[config.mk]
export PLATFORM = sky130hd
export DESIGN_NAME = pixel_crop_mirror_scale_flat
export DESIGN_NICKNAME = d
export VERILOG_FILES = /design/src/rtl/pcms_pkg.sv /design/src/rtl/pcms_if.sv /design/src/rtl/pcms_window.sv /design/src/rtl/pcms_crop.sv /design/src/rtl/pcms_scale.sv /design/src/rtl/pixel_crop_mirror_scale.sv /design/src/flat_wrapper.sv
export SDC_FILE = /design/constraint.sdc
export NUM_CORES = 1
export LEC_CHECK = 0
export BUFFER_PORTS_ARGS = -buffer_cell sky130_fd_sc_hd__buf_2
export CORE_MARGIN = 5
export CORE_UTILIZATION = 55
export CTS_CLUSTER_DIAMETER = 100
export CTS_CLUSTER_SIZE = 28
export DETAILED_ROUTE_END_ITERATION = 8
export PLACE_DENSITY = 0.73
export SYNTH_ARGS = -nofsm -noshare
export SYNTH_HDL_FRONTEND = slang
export SYNTH_SLANG_ARGS = --single-unit
export TNS_END_PERCENT = 100
[constraint.sdc]
create_clock -name clk -period 13.77 [get_ports clk]
set_input_delay 1.377 -clock clk [delete_from_list [all_inputs] [get_ports clk]]
set_output_delay 1.377 -clock clk [all_outputs]
set_load 0.01 [all_outputs]
[src/rtl/pcms_pkg.sv]
// shared types and constants for the pixel crop, mirror and scale block
// no dependencies; used by every other file of the block
`default_nettype none

package pcms_pkg;

  localparam int PIX_W      = 8;
  localparam int DIM_W      = 11;
  localparam int OFF_W      = 10;
  localparam int SCALE_W    = 17;
  localparam int PROD_W     = 25;
  localparam int COORD_W    = 10;
  localparam int CFG_IDX_W  = 3;
  localparam int CFG_DATA_W = 17;

  typedef enum logic [CFG_IDX_W-1:0] {
    REG_IMAGE_HEIGHT     = 3'd0,
    REG_IMAGE_WIDTH      = 3'd1,
    REG_CROP_SIZE        = 3'd2,
    REG_MIRROR_ENABLE    = 3'd3,
    REG_SCALE_FACTOR     = 3'd4,
    REG_TRAIN_MODE       = 3'd5,
    REG_TRAIN_ROW_OFFSET = 3'd6,
    REG_TRAIN_COL_OFFSET = 3'd7
  } cfg_reg_t;

  // crop window geometry, all values bounded by the clamped dimensions
  typedef struct packed {
    logic [DIM_W-1:0] height;
    logic [DIM_W-1:0] width;
    logic [DIM_W-1:0] side_h;
    logic [DIM_W-1:0] side_w;
    logic [DIM_W-1:0] off_r;
    logic [DIM_W-1:0] off_c;
  } window_t;

  // a kept pixel between the crop stage and the scaling stage
  typedef struct packed {
    logic [PIX_W-1:0]   pixel;
    logic [SCALE_W-1:0] scale;
    logic [COORD_W-1:0] row;
    logic [COORD_W-1:0] col;
    logic               last;
  } crop_item_t;

endpackage

`default_nettype wire

[src/rtl/pcms_if.sv]
// valid/ready stream interfaces for pixels in and scaled pixels out
// depends on pcms_pkg
`default_nettype none

interface pcms_in_if;
  logic                      valid;
  logic                      ready;
  logic [pcms_pkg::PIX_W-1:0] pixel_value;

  modport source (output valid, output pixel_value, input ready);
  modport sink   (input valid, input pixel_value, output ready);
endinterface

interface pcms_out_if;
  logic                        valid;
  logic                        ready;
  logic [pcms_pkg::PROD_W-1:0]  scaled_value;
  logic [pcms_pkg::COORD_W-1:0] out_row;
  logic [pcms_pkg::COORD_W-1:0] out_col;
  logic                        plane_done;

  modport source (output valid, output scaled_value, output out_row, output out_col,
                  output plane_done, input ready);
  modport sink   (input valid, input scaled_value, input out_row, input out_col,
                  input plane_done, output ready);
endinterface

`default_nettype wire

[src/rtl/pcms_window.sv]
// crop window geometry from the configuration registers
// depends on pcms_pkg
`default_nettype none

module pcms_window #(
  parameter int MAX_DIM = 1024
) (
  input  wire logic [pcms_pkg::DIM_W-1:0] image_height,
  input  wire logic [pcms_pkg::DIM_W-1:0] image_width,
  input  wire logic [pcms_pkg::DIM_W-1:0] crop_size,
  input  wire logic                       train_mode,
  input  wire logic [pcms_pkg::OFF_W-1:0] train_row_offset,
  input  wire logic [pcms_pkg::OFF_W-1:0] train_col_offset,
  output pcms_pkg::window_t               geom
);

  logic [pcms_pkg::DIM_W-1:0] h;
  logic [pcms_pkg::DIM_W-1:0] w;
  logic [pcms_pkg::DIM_W-1:0] slack_h;
  logic [pcms_pkg::DIM_W-1:0] slack_w;
  logic [pcms_pkg::DIM_W-1:0] toff_r;
  logic [pcms_pkg::DIM_W-1:0] toff_c;

  // clamp a dimension to 1..MAX_DIM
  function automatic logic [pcms_pkg::DIM_W-1:0] clamp_dim(
    input logic [pcms_pkg::DIM_W-1:0] v
  );
    logic [pcms_pkg::DIM_W-1:0] res;
    res = v;
    if (v == '0) begin
      res = pcms_pkg::DIM_W'(1);
    end else if (32'(v) > 32'(MAX_DIM)) begin
      res = pcms_pkg::DIM_W'(MAX_DIM);
    end
    return res;
  endfunction

  always_comb begin
    h      = clamp_dim(image_height);
    w      = clamp_dim(image_width);
    toff_r = pcms_pkg::DIM_W'(train_row_offset);
    toff_c = pcms_pkg::DIM_W'(train_col_offset);

    geom        = '0;
    geom.height = h;
    geom.width  = w;

    if (crop_size == '0) begin
      geom.side_h = h;
      geom.side_w = w;
      slack_h     = '0;
      slack_w     = '0;
    end else begin
      geom.side_h = (crop_size < h) ? crop_size : h;
      geom.side_w = (crop_size < w) ? crop_size : w;
      slack_h     = h - geom.side_h;
      slack_w     = w - geom.side_w;
      if (train_mode) begin
        geom.off_r = (toff_r < slack_h) ? toff_r : slack_h;
        geom.off_c = (toff_c < slack_w) ? toff_c : slack_w;
      end else begin
        geom.off_r = slack_h >> 1;
        geom.off_c = slack_w >> 1;
      end
    end
  end

endmodule

`default_nettype wire

[src/rtl/pcms_crop.sv]
// raster counters, window test and output coordinates, one registered stage
// depends on pcms_pkg and pcms_if
`default_nettype none

module pcms_crop #(
  parameter int MAX_DIM = 1024
) (
  input  wire logic                         clk,
  input  wire logic                         rst,
  pcms_in_if.sink                           in_pix,
  input  wire pcms_pkg::window_t            geom,
  input  wire logic                         mirror_enable,
  input  wire logic [pcms_pkg::SCALE_W-1:0] scale_factor,
  input  wire logic                         take,
  output logic                              item_valid,
  output pcms_pkg::crop_item_t              item
);

  localparam int CW = $clog2(MAX_DIM);
  localparam int XW = ((CW > pcms_pkg::DIM_W) ? CW : pcms_pkg::DIM_W) + 1;

  logic [CW-1:0] row_count;
  logic [CW-1:0] col_count;
  logic [CW-1:0] row_count_next;
  logic [CW-1:0] col_count_next;

  logic [XW-1:0] r, c, h, w, off_r, off_c, side_h, side_w;
  logic [XW-1:0] orow, ocol, ocol_m;
  logic          keep, last, accept;
  pcms_pkg::crop_item_t item_next;

  assign in_pix.ready = !item_valid || take;
  assign accept       = in_pix.valid && in_pix.ready;

  always_comb begin
    r      = XW'(row_count);
    c      = XW'(col_count);
    h      = XW'(geom.height);
    w      = XW'(geom.width);
    off_r  = XW'(geom.off_r);
    off_c  = XW'(geom.off_c);
    side_h = XW'(geom.side_h);
    side_w = XW'(geom.side_w);

    keep = (r < h) && (c < w) && (r >= off_r) && (r < off_r + side_h) &&
           (c >= off_c) && (c < off_c + side_w);
    orow   = r - off_r;
    ocol   = c - off_c;
    last   = (orow == side_h - XW'(1)) && (ocol == side_w - XW'(1));
    ocol_m = mirror_enable ? (side_w - XW'(1) - ocol) : ocol;

    item_next.pixel = in_pix.pixel_value;
    item_next.scale = scale_factor;
    item_next.row   = orow[pcms_pkg::COORD_W-1:0];
    item_next.col   = ocol_m[pcms_pkg::COORD_W-1:0];
    item_next.last  = last;

    // wrap at row end and plane end; a counter left past a shrunk dimension drops to 0
    if (c + XW'(1) >= w) begin
      col_count_next = '0;
      row_count_next = (r + XW'(1) >= h) ? '0 : CW'(r + XW'(1));
    end else begin
      col_count_next = CW'(c + XW'(1));
      row_count_next = (r >= h) ? '0 : row_count;
    end
  end

  always_ff @(posedge clk) begin
    if (rst) begin
      row_count  <= '0;
      col_count  <= '0;
      item_valid <= 1'b0;
    end else begin
      if (accept) begin
        row_count  <= row_count_next;
        col_count  <= col_count_next;
        item_valid <= keep;
      end else if (take) begin
        item_valid <= 1'b0;
      end
    end
  end

  always_ff @(posedge clk) begin
    if (accept) begin
      item <= item_next;
    end
  end

endmodule

`default_nettype wire

[src/rtl/pcms_scale.sv]
// q1.16 scaling multiply into the output register
// depends on pcms_pkg and pcms_if
`default_nettype none

module pcms_scale (
  input  wire logic                 clk,
  input  wire logic                 rst,
  input  wire logic                 item_valid,
  input  wire pcms_pkg::crop_item_t item,
  output logic                      take,
  pcms_out_if.source                out_pix
);

  logic [pcms_pkg::PROD_W-1:0] product;

  assign take    = !out_pix.valid || out_pix.ready;
  // 8 x 17 bits gives the full 25 bit q9.16 product
  assign product = pcms_pkg::PROD_W'(item.pixel) * pcms_pkg::PROD_W'(item.scale);

  always_ff @(posedge clk) begin
    if (rst) begin
      out_pix.valid <= 1'b0;
    end else if (take) begin
      out_pix.valid <= item_valid;
    end
  end

  always_ff @(posedge clk) begin
    if (take && item_valid) begin
      out_pix.scaled_value <= product;
      out_pix.out_row      <= item.row;
      out_pix.out_col      <= item.col;
      out_pix.plane_done   <= item.last;
    end
  end

endmodule

`default_nettype wire

[src/rtl/pixel_crop_mirror_scale.sv]
// pixel crop, mirror and scale: top level with configuration registers
// depends on pcms_pkg, pcms_if, pcms_window, pcms_crop and pcms_scale
`default_nettype none

// Takes one 8-bit pixel per clock while the output is not stalled, in raster
// order, plane after plane, and keeps only those inside a crop window of the crop
// size clamped to each dimension (centred, or at clamped offsets in train
// mode; crop size 0 keeps everything). Each kept pixel passes the window test
// register, then the output register, multiplied by the Q1.16 scale, with its
// row and column in the cropped plane (column reversed when mirroring) and
// plane_done on the last kept pixel. The two register stages (window test, then
// multiply) both advance every cycle the output is free. Configuration takes
// effect on the next input transfer and does not reset the raster counters.

module pixel_crop_mirror_scale #(
  parameter int MAX_DIM = 1024
) (
  input  wire logic                            clk,
  input  wire logic                            rst,
  input  wire logic                            cfg_wr_en,
  input  wire logic [pcms_pkg::CFG_IDX_W-1:0]  cfg_index,
  input  wire logic [pcms_pkg::CFG_DATA_W-1:0] cfg_data,
  pcms_in_if.sink                              in_pix,
  pcms_out_if.source                           out_pix
);

  logic [pcms_pkg::DIM_W-1:0]   image_height;
  logic [pcms_pkg::DIM_W-1:0]   image_width;
  logic [pcms_pkg::DIM_W-1:0]   crop_size;
  logic                         mirror_enable;
  logic [pcms_pkg::SCALE_W-1:0] scale_factor;
  logic                         train_mode;
  logic [pcms_pkg::OFF_W-1:0]   train_row_offset;
  logic [pcms_pkg::OFF_W-1:0]   train_col_offset;

  pcms_pkg::window_t    geom;
  pcms_pkg::crop_item_t item;
  logic                 item_valid;
  logic                 take;

  always_ff @(posedge clk) begin
    if (rst) begin
      image_height     <= pcms_pkg::DIM_W'(1024);
      image_width      <= pcms_pkg::DIM_W'(1024);
      crop_size        <= '0;
      mirror_enable    <= 1'b0;
      scale_factor     <= pcms_pkg::SCALE_W'(65536);
      train_mode       <= 1'b0;
      train_row_offset <= '0;
      train_col_offset <= '0;
    end else if (cfg_wr_en) begin
      unique case (pcms_pkg::cfg_reg_t'(cfg_index))
        pcms_pkg::REG_IMAGE_HEIGHT:     image_height     <= cfg_data[pcms_pkg::DIM_W-1:0];
        pcms_pkg::REG_IMAGE_WIDTH:      image_width      <= cfg_data[pcms_pkg::DIM_W-1:0];
        pcms_pkg::REG_CROP_SIZE:        crop_size        <= cfg_data[pcms_pkg::DIM_W-1:0];
        pcms_pkg::REG_MIRROR_ENABLE:    mirror_enable    <= cfg_data[0];
        pcms_pkg::REG_SCALE_FACTOR:     scale_factor     <= cfg_data[pcms_pkg::SCALE_W-1:0];
        pcms_pkg::REG_TRAIN_MODE:       train_mode       <= cfg_data[0];
        pcms_pkg::REG_TRAIN_ROW_OFFSET: train_row_offset <= cfg_data[pcms_pkg::OFF_W-1:0];
        pcms_pkg::REG_TRAIN_COL_OFFSET: train_col_offset <= cfg_data[pcms_pkg::OFF_W-1:0];
        default: ;
      endcase
    end
  end

  pcms_window #(
    .MAX_DIM (MAX_DIM)
  ) u_window (
    .image_height     (image_height),
    .image_width      (image_width),
    .crop_size        (crop_size),
    .train_mode       (train_mode),
    .train_row_offset (train_row_offset),
    .train_col_offset (train_col_offset),
    .geom             (geom)
  );

  pcms_crop #(
    .MAX_DIM (MAX_DIM)
  ) u_crop (
    .clk           (clk),
    .rst           (rst),
    .in_pix        (in_pix),
    .geom          (geom),
    .mirror_enable (mirror_enable),
    .scale_factor  (scale_factor),
    .take          (take),
    .item_valid    (item_valid),
    .item          (item)
  );

  pcms_scale u_scale (
    .clk        (clk),
    .rst        (rst),
    .item_valid (item_valid),
    .item       (item),
    .take       (take),
    .out_pix    (out_pix)
  );

endmodule

`default_nettype wire

[src/flat_wrapper.sv]
// flat-port wrapper written by rule: the top's interface ports become plain ports
module pixel_crop_mirror_scale_flat 
#(
  parameter int MAX_DIM = 1024
)
  (clk, rst, cfg_wr_en, cfg_index, cfg_data, in_pix_valid, in_pix_pixel_value, in_pix_ready, out_pix_valid, out_pix_scaled_value, out_pix_out_row, out_pix_out_col, out_pix_plane_done, out_pix_ready);
  pcms_in_if in_pix_i ();
  pcms_out_if out_pix_i ();
  input  wire logic clk;
  input  wire logic rst;
  input  wire logic cfg_wr_en;
  input  wire logic [pcms_pkg::CFG_IDX_W-1:0] cfg_index;
  input  wire logic [pcms_pkg::CFG_DATA_W-1:0] cfg_data;
  input wire logic [$bits(in_pix_i.valid)-1:0] in_pix_valid;
  input wire logic [$bits(in_pix_i.pixel_value)-1:0] in_pix_pixel_value;
  output wire logic [$bits(in_pix_i.ready)-1:0] in_pix_ready;
  output wire logic [$bits(out_pix_i.valid)-1:0] out_pix_valid;
  output wire logic [$bits(out_pix_i.scaled_value)-1:0] out_pix_scaled_value;
  output wire logic [$bits(out_pix_i.out_row)-1:0] out_pix_out_row;
  output wire logic [$bits(out_pix_i.out_col)-1:0] out_pix_out_col;
  output wire logic [$bits(out_pix_i.plane_done)-1:0] out_pix_plane_done;
  input wire logic [$bits(out_pix_i.ready)-1:0] out_pix_ready;
  assign in_pix_i.valid = in_pix_valid;
  assign in_pix_i.pixel_value = in_pix_pixel_value;
  assign in_pix_ready = in_pix_i.ready;
  assign out_pix_valid = out_pix_i.valid;
  assign out_pix_scaled_value = out_pix_i.scaled_value;
  assign out_pix_out_row = out_pix_i.out_row;
  assign out_pix_out_col = out_pix_i.out_col;
  assign out_pix_plane_done = out_pix_i.plane_done;
  assign out_pix_i.ready = out_pix_ready;
  pixel_crop_mirror_scale #(.MAX_DIM(MAX_DIM)) u_core (.clk(clk), .rst(rst), .cfg_wr_en(cfg_wr_en), .cfg_index(cfg_index), .cfg_data(cfg_data), .in_pix(in_pix_i), .out_pix(out_pix_i));
endmodule
==> run_results.csv, run 1 <==
group,metric,value,unit
placed_design,preCtsSetupSlack,3.16,ns
synth,yosys.cell_types.count,79,
timing,slew_headroom,8.44,%
drt,dr_total_vias,14454,
synth,async_reset_ff_share,0,%
synth,yosys_warnings,0,
critical_path,crit_slowest_cell,"or4b_2",
clock_network,cts_root_buffer,"clkbuf_16",
pwr,switchingPower,724,uW
timing,fmax,92.6,MHz
hold_path,min_from,"u_core.u_crop.item[9]",
grt,antenna_found_initial,0,
critical_path,path_buf_inv,4,
timing,rsz0062_at_grt,"false",
layout,nFillCells,2798,
drt,drc,0,
drt,viasPerCell,5.82,
pwr,power_frac_seq,34.9,%
placed_design,dp_hpwl,36800,um
synth,synth.yosys.seq_area_share,26.3,%
critical_path,start_kind,"flip-flop",
synth,netlist.area_leader.share,15.6,%
critical_path,max_stage_delay,0.77,ns
clock_network,h-tree-depth,4,
layout,fin_area,19000,sq um
clock_network,path_clk_slew,0.08,ns
synth,synthesis.instances,2026,
pwr,powerDensity,104,nW/um^2
synth,synth_top_cell_by_area,"edfxtp_1",
pwr,total_power,1.97,mW
layout,area_delta_synth_final,7.32,%
clock_network,clock_sinks,186,
clock_network,cts_buffer_depth,2,
hold_path,hold_path_class,"reg2reg",
timing,finalSetupViolCount,0,
clock_network,clock_latency,0.45,ns
die,die_h,189,um
clock_network,post-cts-setup-buffers,0,
timing,whs,0.422,ns
pwr,clockPowerShare,25.3,%
placed_design,placed_area,18400,sq um
pwr,ir_worst_vdd,0.0856,mV
grt,grt_max_degree,89,
drt,dr.pass1.iters,5,
grt,first_global_vias,14101,
layout,drive_gt1_share,7.79,%
clock_network,cts_tree,"built",
critical_path,required,14.04,ns
clock_network,cts_resized,0,
timing,max_slew.worst_pin.slew,1.37,ns
pwr,p_leak,8.45,nW
clock_network,hold_buffers,0,
critical_path,crit_arrival,11.07,ns
timing,finClkSkew,0.0117,ns
synth,synth.avg_cell_area,8.72,sq um
die,rows,65,
critical_path,endpoint_kind,"flip-flop",
drt,routed_wl,45800,um
synth,ys_ff_latch,186,
clock_network,cts_inserted_buffers,17,
critical_path,r2r-start,"u_core.image_width[10]",
synth,synth-edff-count,92,
placed_design,gp_congestion,0.965,
timing,period_share,78.4,%
die,initial_core_util,55.8,%
die,core_area,31600,sq um
pwr,swShare,36.7,%
synth,syn-cell-area,17700,sq um
synth,synthFlopType,"dfxtp_1",
layout,area.sequential,4650,sq um
critical_path,crit_family,"simple AND/OR/NAND/NOR gates",
pwr,p_int,1.25,mW
grt,grt_usage,25.6,%
synth,ys_top_cells_by_count,"308 x nand2_1, 218 x ha_1, 182 x inv_1",
grt,grt.overflow.total,0,
placed_design,portBuffers,80,
pwr,pwr-share-comb,39.7,%
outcome,status,"complete, no violations",
die,die_w,189,um
layout,multiInputGateArea,12100,sq um
drt,wl_per_cell,18.5,um
timing,fin_tns_setup,0,ns
timing,layout_setup_ws,2.97,ns
timing,timing.final.crit_period,10.80,ns
layout,nets,2415,
job,drv_cap,0,
drt,drt_iter0_drc,1191,
critical_path,cp-startpoint,"u_core.image_width[10]",
synth,synth_most_common_cell,"nand2_1",
layout,num_antenna_cells,0,
critical_path,path_class,"reg2reg",
die,ios,81,
drt,ant_nets,0,
grt,grt_pass1_wl,74000,um
timing,hold_viol,0,
synth,synth_area_leaders,"edfxtp_1 16%, ha_1 15%, fa_1 11%",
critical_path,critPathMaxFanout,15,
timing,slew_viol_final,0,
die,die_area,35800,sq um
cells by family after synthesis:
logic type | after synthesis | share of synthesized area (%)
AOI/OAI and AO/OA | 443 | 16.1
xor gates and xnor gates | 105 | 5.21
adders and majority gates | 315 | 26.4
buffers and inverters | 252 | 5.55
DFF | 186 | 26.3
muxes | 32 | 1.90
other | 1 | 0.0212
and+or+nand+nor | 692 | 18.5
area by class of cell:
type	instances	share of cell area (%)
repair buffers	89	2.47
clock buffers	18	2.26
flip-flops and latches	186	24.5
well taps	402	2.65
inverters	184	3.64
clock inverters	14	0.799
multi-input cells	1589	63.7
metal layers:
layer	global-route usage, %	part of all wire, %
met3	3.52	5.7
met2	42.3	46
met1	35.1	45
met5	0	0
met4	8.35	2.9
power by group through the flow:
stage | combinational (mW) | clock (mW) | sequential [mW]
floorplan | 0.595 | 0 | 0.702
global placement | 0.755 | 0 | 0.700
detailed placement | 0.778 | 0 | 0.701
CTS | 0.783 | 0.507 | 0.689
global route | 0.882 | 0.532 | 0.694
finish | 0.784 | 0.500 | 0.688
worst paths after layout:
path | cells past startpoint | slack (ns) | endpoint
setup / recovery | 43 | 2.97 | u_core.u_crop.item[0]
hold / removal | 0 | 0.42 | u_core.u_scale.out_pix.out_col[8]
setup reg to reg | 43 | 2.97 | u_core.u_crop.item[0]
hold reg to reg | 0 | 0.42 | u_core.u_scale.out_pix.out_col[8]
state kept, by name, summed over array words and instances (netlist names):
register,cells
u_core.scale_factor,17
u_core.u_scale.out_pix.valid,1
u_core.image_height,11
u_core.u_crop.col_count,10
u_core.u_scale.out_pix.out_col,10
u_core.u_crop.item_valid,1
u_core.u_crop.item,46
u_core.train_mode,1
u_core.u_crop.row_count,10
u_core.crop_size,11
u_core.u_scale.out_pix.out_row,10
u_core.u_scale.out_pix.plane_done,1
u_core.image_width,11
u_core.u_scale.out_pix.scaled_value,25
u_core.train_row_offset,10
u_core.mirror_enable,1
u_core.train_col_offset,10
stage by stage:
| step | utilization, % | std cells |
|---|---|---|
| after floorplan | - | 2027 |
| after global placement | 58.1 | 2450 |
| after detailed placement | 58.1 | 2450 |
| after CTS | 59.9 | 2482 |
| after global routing | 59.9 | 2482 |
| final | 59.9 | 2482 |
layout by cell type (no fill, tap or decap), types with 7 or more instances in the layout:
cell         n
xnor2_1     68
xor2_1      37
nand3_1     35
and3_1      12
or2_2        7
nor2b_1     33
o21a_1      35
nor4_1       7
or3_1       13
nand3b_1    10
nor3_1      37
buf_2       80
clkbuf_16   17
nand2_1    308
fa_1        97
dfxtp_1     93
o21ai_0     85
inv_1      181
nand4_1     17
ha_1       218
buf_4        9
o21bai_1     9
nand2b_1    25
a31oi_1     12
a211o_1     18
a21o_1      39
a211oi_1    23
mux2i_1     26
a21boi_0    11
edfxtp_1    92
o211ai_1     8
a21oi_1    151
and2_1      63
nor2_1     109
worst register-to-register path: cells and delay by family, from the launching register on:
kind	cells	cell delay, ns
xor+xnor	2	0.35
fa+ha+maj	7	2.09
flops	1	0.62
compound gates	16	3.15
simple gates	14	3.66
buf+inv	4	0.76
No activity file was read; power rests on OpenSTA's default activity.
==> run 2: changes to the inputs <==
- ABC_AREA: unset -> 1
- clock period: 13.77 -> 10 ns (I/O delays scaled with it)
==> run 2 against run 1 <==
First-iteration DRC count shrank 1.8%. Final area shrank 0.16%. Non-clock buffer count shrank 2. Fmax grew 26%. Worst setup slack lost 1.5 ns. Final cell count grew 11%. Clock skew grew 0.00069 ns. Die area shrank 0.13%. Highest routed layer unchanged.
==> run_results.csv, run 2 <==
group,metric,value,unit
synth,synth_compound_gate_area_share,12.1,%
hold_path,hold_path_class,"reg2reg",
critical_path,cp-startpoint,"u_core.image_width[9]",
synth,synth_area_leaders,"edfxtp_1 16%, ha_1 15%, fa_1 11%",
timing,timing.final.crit_period,8.56,ns
timing,fmax,117,MHz
synth,syn-cell-area,17600,sq um
die,die_h,189,um
critical_path,path_class,"reg2reg",
timing,period_share,85.6,%
layout,final_cell_mix,"501 x nand2_1, 374 x inv_1, 218 x ha_1",
synth,synth_xor_area_share,4.81,%
clock_network,cts_root_buffer,"clkbuf_16",
pwr,p_int,1.99,mW
critical_path,endpoint_kind,"flip-flop",
clock_network,cts_inserted_buffers,17,
timing,rsz0062_at_grt,"false",
critical_path,required,10.32,ns
timing,max_slew.worst_pin.slew,0.855,ns
drt,dr_total_vias,15119,
critical_path,r2r_end,"u_core.u_crop.item[0]",
hold_path,holdPathEnd,"u_core.u_scale.out_pix.out_row[1]",
critical_path,r2r-start,"u_core.image_width[9]",
clock_network,h-tree-depth,4,
critical_path,critPathMaxFanout,17,
layout,reg_top3,"u_core.u_crop.item: 46 flops, u_core.u_scale.out_pix.scaled_value: 25 flops, u_core.scale_factor: 17 flops",
critical_path,cp_common_cell,"nand2_1",
synth,synth-edff-count,92,
drt,ant_nets,0,
die,ios,81,
die,die_area,35800,sq um
critical_path,ff2ff_setup_slack,1.44,ns
clock_network,post-cts-setup-buffers,0,
timing,finClkSkew,0.0124,ns
critical_path,crit_slowest_cell,"nor4_1",
drt,drc,0,
layout,largest_register_ffs,46,
pwr,pwr-share-comb,52.8,%
synth,synth_top_cell_by_area,"edfxtp_1",
grt,antenna_found_initial,3,
grt,grt_max_degree,71,
timing,finalSetupViolCount,0,
layout,final_common_cell,"nand2_1",
grt,grt.overflow.total,0,
pwr,power_frac_seq,27.7,%
grt,first_global_vias,14873,
synth,synth_most_common_cell,"nand2_1",
pwr,clockPowerShare,19.6,%
hold_path,min_from,"u_core.u_crop.item[12]",
synth,synth_top_family_by_area,"adder cells",
job,drv_cap,0,
clock_network,clock_latency,0.46,ns
placed_design,dp_hpwl,36000,um
layout,top_register,"u_core.u_crop.item",
placed_design,gp_congestion,0.994,
pwr,swShare,43.7,%
die,rows,65,
hold_path,hold_path_depth,0,
timing,slew_headroom,42.9,%
drt,drt_iter0_drc,1170,
timing,slew_viol_final,0,
synth,netlist.area_leader.share,15.7,%
synth,yosys.cell_types.count,55,
drt,viasPerCell,5.49,
synth,synthFlopType,"dfxtp_1",
synth,synthSimpleGateAreaFrac,20.5,%
synth,synth-adder-area-share,26.5,%
synth,ys_ff_latch,186,
critical_path,crit_arrival,8.89,ns
grt,grt_usage,26.0,%
synth,yosys_warnings,0,
die,initial_core_util,55.8,%
layout,area_delta_synth_final,7.29,%
clock_network,path_clk_slew,0.08,ns
critical_path,max_stage_delay,0.46,ns
clock_network,cts_tree,"built",
critical_path,r2r_cells,54,
clock_network,clock_sinks,186,
timing,hold_viol,0,
layout,drive_gt1_share,7.41,%
synth,synth.avg_cell_area,7.68,sq um
clock_network,hold_buffers,0,
synth,async_reset_ff_share,0,%
placed_design,portBuffers,80,
grt,grt_pass1_wl,74900,um
layout,nFillCells,2838,
timing,fin_tns_setup,0,ns
critical_path,start_kind,"flip-flop",
layout,instances_no_fill,2753,
pwr,ir_worst_vdd,0.113,mV
pwr,switchingPower,1.54,mW
synth,synthesis.instances,2297,
layout,nets,2684,
die,core_area,31600,sq um
clock_network,cts_buffer_depth,2,
pwr,total_power,3.53,mW
clock_network,cts_resized,0,
synth,ys_top_cells_by_count,"501 x nand2_1, 375 x inv_1, 218 x ha_1",
synth,synth.yosys.seq_area_share,26.3,%
die,die_w,189,um
drt,dr.pass1.iters,5,
outcome,status,"complete, no violations",
drt,routed_wl,45400,um
pwr,p_leak,10.0,nW
synth,muxShareOfSynthArea,0,%
pwr,powerDensity,186,nW/um^2
placed_design,place_inst,2719,
drt,wl_per_cell,16.5,um
run 2: per-stage QoR:
stage                     hold WS [ns]  instance area, sq um  utilization, %  worst slack (ns)
after global routing             0.426                 18900            59.8             0.486
after global placement           0.402                 18300            57.9              1.89
after CTS                        0.413                 18900            59.8              1.51
after detailed placement         0.405                 18300            57.9              1.57
final                            0.409                 18900            59.8              1.44
after floorplan                  0.400                 17600               -              2.61
run 2: layout make-up:
class	instances	area [sq um]	area share [%]
well taps	402	503	2.66
inverters	385	1450	7.65
flip-flops and latches	186	4640	24.5
multi-input cells	1659	11300	59.6
clock buffers	20	468	2.47
repair buffers	87	453	2.39
clock inverters	12	124	0.655
diodes	2	5.00	0.0264
run 2: per-layer routing:
metal / wire (um) / vias to the layer above / global-route usage [%]
met3: 3570 / 77 / 6.36
met2: 20400 / 475 / 41.4
met5: 0 / - / 0
met1: 20000 / 7084 / 35.0
li1: - / 7483 / -
met4: 1350 / 0 / 8.55
run 2: critical path, delay by kind of cell, from the launching register on:
kind / cells / cell delay, ns
buffers and inverters: 7 / 0.63
AO/OA/AOI/OAI: 11 / 1.57
XOR/XNOR: 2 / 0.43
flip-flops: 1 / 0.30
adder cells (fa/ha/maj): 7 / 2.17
AND/OR/NAND/NOR: 27 / 3.31
run 2: worst max path at each step:
stage,endpoint,depth (start not counted)
floorplan,u_core.u_crop.item[10],53
global placement,u_core.u_crop.item[0],54
detailed placement,u_core.u_crop.item[0],54
CTS,u_core.u_crop.item[0],54
global route,u_core.u_crop.item[0],54
finish,u_core.u_crop.item[0],54
run 2: power groups by stage:
stage                     clock, mW  combinational (mW)  sequential (mW)
after global routing          0.737                2.14            0.983
final                         0.690                1.86            0.975
after CTS                     0.705                1.86            0.974
after floorplan                   0                1.44            0.966
after global placement            0                1.79            0.989
after detailed placement          0                1.84            0.991
run 2: logic make-up after synthesis:
| group | count (synthesis) |
|---|---|
| fa+ha+maj | 315 |
| xor+xnor | 96 |
| compound gates | 383 |
| flops | 186 |
| buf+inv | 453 |
| simple gates | 863 |
| other cells | 1 |
==> run 3: changes to the inputs <==
- PLACE_DENSITY: 0.73 -> 0.72
- SYNTH_HIERARCHICAL: unset -> 1
==> run 3 against run 2 <==
Worst setup slack worse by 0.21 ns. Synthesized cell count up 30%. Clock power up 3.3%. Sequential power down 2.8%. Final area up 14%. Critical path depth down 7. Largest cell class unchanged. Final cell count up 27%. Die area up 15%. Critical path type unchanged.
==> run_results.csv, run 3 <==
group,metric,value,unit
outcome,status,"complete, no violations",
layout,final_common_cell,"nand2_1",
timing,slew_headroom,10.5,%
drt,viasPerCell,5.35,
placed_design,place_inst,3454,
critical_path,r2r_cells,47,
clock_network,post-cts-setup-buffers,0,
clock_network,path_clk_slew,0.08,ns
synth,netlist.area_leader.share,14.8,%
clock_network,cts_inserted_buffers,17,
layout,fin_area,21600,sq um
layout,multiInputGateArea,13200,sq um
die,rows,70,
timing,rsz0062_at_grt,"false",
layout,top_register,"u_core/u_crop/item",
clock_network,hold_buffers,0,
timing,slew_viol_final,0,
synth,syn-cell-area,20400,sq um
critical_path,path_class,"reg2reg",
layout,area.sequential,4640,sq um
hold_path,holdPathEnd,"u_core/u_scale/out_pix.out_col[4]",
die,core_area,36600,sq um
critical_path,max_stage_delay,0.47,ns
layout,area_delta_synth_final,6.01,%
critical_path,start_kind,"flip-flop",
drt,routed_wl,56800,um
synth,synth-edff-count,92,
clock_network,cts_resized,0,
clock_network,clock_latency,0.46,ns
critical_path,critPathMaxFanout,21,
timing,period_share,87.7,%
die,die_w,203,um
grt,first_global_vias,17991,
pwr,powerDensity,175,nW/um^2
synth,synth_most_common_cell,"nand2_1",
clock_network,h-tree-depth,4,
layout,num_antenna_cells,0,
critical_path,endpoint_kind,"flip-flop",
timing,timing.final.crit_period,8.77,ns
drt,dr.pass1.iters,5,
synth,ys_ff_latch,186,
placed_design,placed_area,21000,sq um
grt,antenna_found_initial,0,
pwr,ir_worst_vdd,0.131,mV
critical_path,r2r_end,"u_core/u_crop/item[9]",
drt,ant_nets,0,
drt,dr_total_vias,18648,
die,die_area,41100,sq um
layout,drive_gt1_share,7.99,%
grt,grt_pass1_wl,92500,um
critical_path,r2r-start,"u_core/image_width[6]",
hold_path,hold_path_class,"reg2reg",
clock_network,cts_root_buffer,"clkbuf_16",
synth,ys_top_cells_by_count,"803 x nand2_1, 566 x inv_1, 316 x nor2_1",
layout,instances_no_fill,3486,
clock_network,cts_buffer_depth,2,
timing,fmax,114,MHz
critical_path,crit_arrival,8.91,ns
timing,finClkSkew,0.00981,ns
synth,async_reset_ff_share,0,%
drt,wl_per_cell,16.3,um
die,ios,81,
die,die_h,203,um
timing,fin_tns_setup,0,ns
die,initial_core_util,55.8,%
grt,grt_usage,27.8,%
placed_design,gp_congestion,0.967,
synth,synth_top_cell_by_area,"nand2_1",
hold_path,hold_path_depth,0,
layout,fin_util,59.1,%
synth,synthesis.instances,2984,
critical_path,crit_slowest_cell,"nand2_1",
hold_path,min_from,"u_core/u_crop/item[5]",
critical_path,cp_common_cell,"nand2_1",
critical_path,required,10.14,ns
layout,largest_register_ffs,46,
synth,synth_area_leaders,"nand2_1 15%, edfxtp_1 14%, ha_1 13%",
synth,yosys_warnings,6,
clock_network,clock_sinks,186,
timing,whs,0.420,ns
drt,drt_iter0_drc,1404,
synth,synth.yosys.seq_area_share,22.7,%
layout,nets,3345,
grt,grt_max_degree,73,
job,drv_cap,0,
timing,max_slew.worst_pin.slew,1.33,ns
synth,synthFlopType,"dfxtp_1",
critical_path,ff2ff_setup_slack,1.23,ns
synth,yosys.cell_types.count,59,
drt,drc,0,
layout,reg_top3,"u_core/u_crop/item: 46 flops, u_core/u_scale/out_pix.scaled_value: 25 flops, u_core/scale_factor: 17 flops",
layout,nFillCells,3463,
clock_network,cts_tree,"built",
timing,hold_viol,0,
placed_design,portBuffers,80,
placed_design,dp_hpwl,45800,um
synth,synth.avg_cell_area,6.84,sq um
layout,final_cell_mix,"803 x nand2_1, 565 x inv_1, 316 x nor2_1",
grt,grt.overflow.total,0,
pwr,p_leak,11.8,nW
timing,finalSetupViolCount,0,
run 3: cell count changes in the layout (fill, tap and decap cells not counted), moves of 14 or more:
| cell | change |
|---|---|
| nor2_1 | +134 |
| a21oi_1 | -52 |
| nand3_1 | +90 |
| nor2_2 | +23 |
| inv_2 | +14 |
| nand2_1 | +302 |
| xor2_1 | -14 |
| inv_1 | +191 |
| nand2_2 | +18 |
| nand3b_1 | +15 |
| o21ai_0 | -67 |
| nand4_1 | +28 |
run 3: final cells by class:
| cell class | instances | area share [%] |
|---|---|---|
| clock buffer | 22 | 2.35 |
| clock inverter | 10 | 0.497 |
| inverter | 585 | 10.1 |
| multi-input combinational | 2129 | 60.8 |
| sequential | 186 | 21.5 |
| tap | 468 | 2.71 |
| timing repair buffer | 86 | 2.06 |
run 3: critical path, delay by kind of cell, from the launching register on:
family	cells	cell delay, ns
xor gates and xnor gates	3	0.76
and+or+nand+nor	21	2.65
buffers and inverters	7	0.71
adders and majority gates	6	1.66
AOI/OAI and AO/OA	10	2.29
DFF	1	0.35
run 3: where the power goes:
| group | switching, mW | internal [mW] |
|---|---|---|
| clock | 0.337 | 0.376 |
| sequential | 0.0450 | 0.903 |
| combinational | 1.38 | 0.739 |
| total | 1.76 | 2.02 |
run 3: cells by family after synthesis:
kind of cell,synth area share [%]
other,0.0184
and+or+nand+nor,31.1
xor gates and xnor gates,3.64
AOI/OAI and AO/OA,7.30
DFF,22.7
adders and majority gates,22.3
buffers and inverters,12.9
run 3: worst max-delay path by stage:
| stage | from | slack [ns] | end | cells past startpoint |
|---|---|---|---|---|
| 4_1_cts | u_core/image_width[6] | 1.36 | u_core/u_crop/item[0] | 51 |
| 3_3_place_gp | u_core/image_width[6] | 1.55 | u_core/u_crop/item[9] | 47 |
| 3_5_place_dp | u_core/image_width[6] | 1.43 | u_core/u_crop/item[0] | 51 |
| 5_1_grt | u_core/image_width[0] | 0.28 | u_core/u_crop/item[0] | 51 |
| 2_1_floorplan | u_core/image_width[6] | 2.80 | u_core/u_crop/item[10] | 49 |
| 6_report | u_core/image_width[6] | 1.23 | u_core/u_crop/item[9] | 47 |
run 3: routing by layer:
layer	routed length (um)	global-route usage (%)
met3	3180	3.69
met2	26700	47.2
met4	2010	10.3
met1	24900	36.6
met5	0	0
run 3: through the flow:
stage                     setup WS, ns  power (mW)
final                             1.23        3.78
after global placement            1.55        3.01
after detailed placement          1.43        3.05
after floorplan                   2.80        2.59
after global routing             0.277        4.15
after CTS                         1.36        3.77
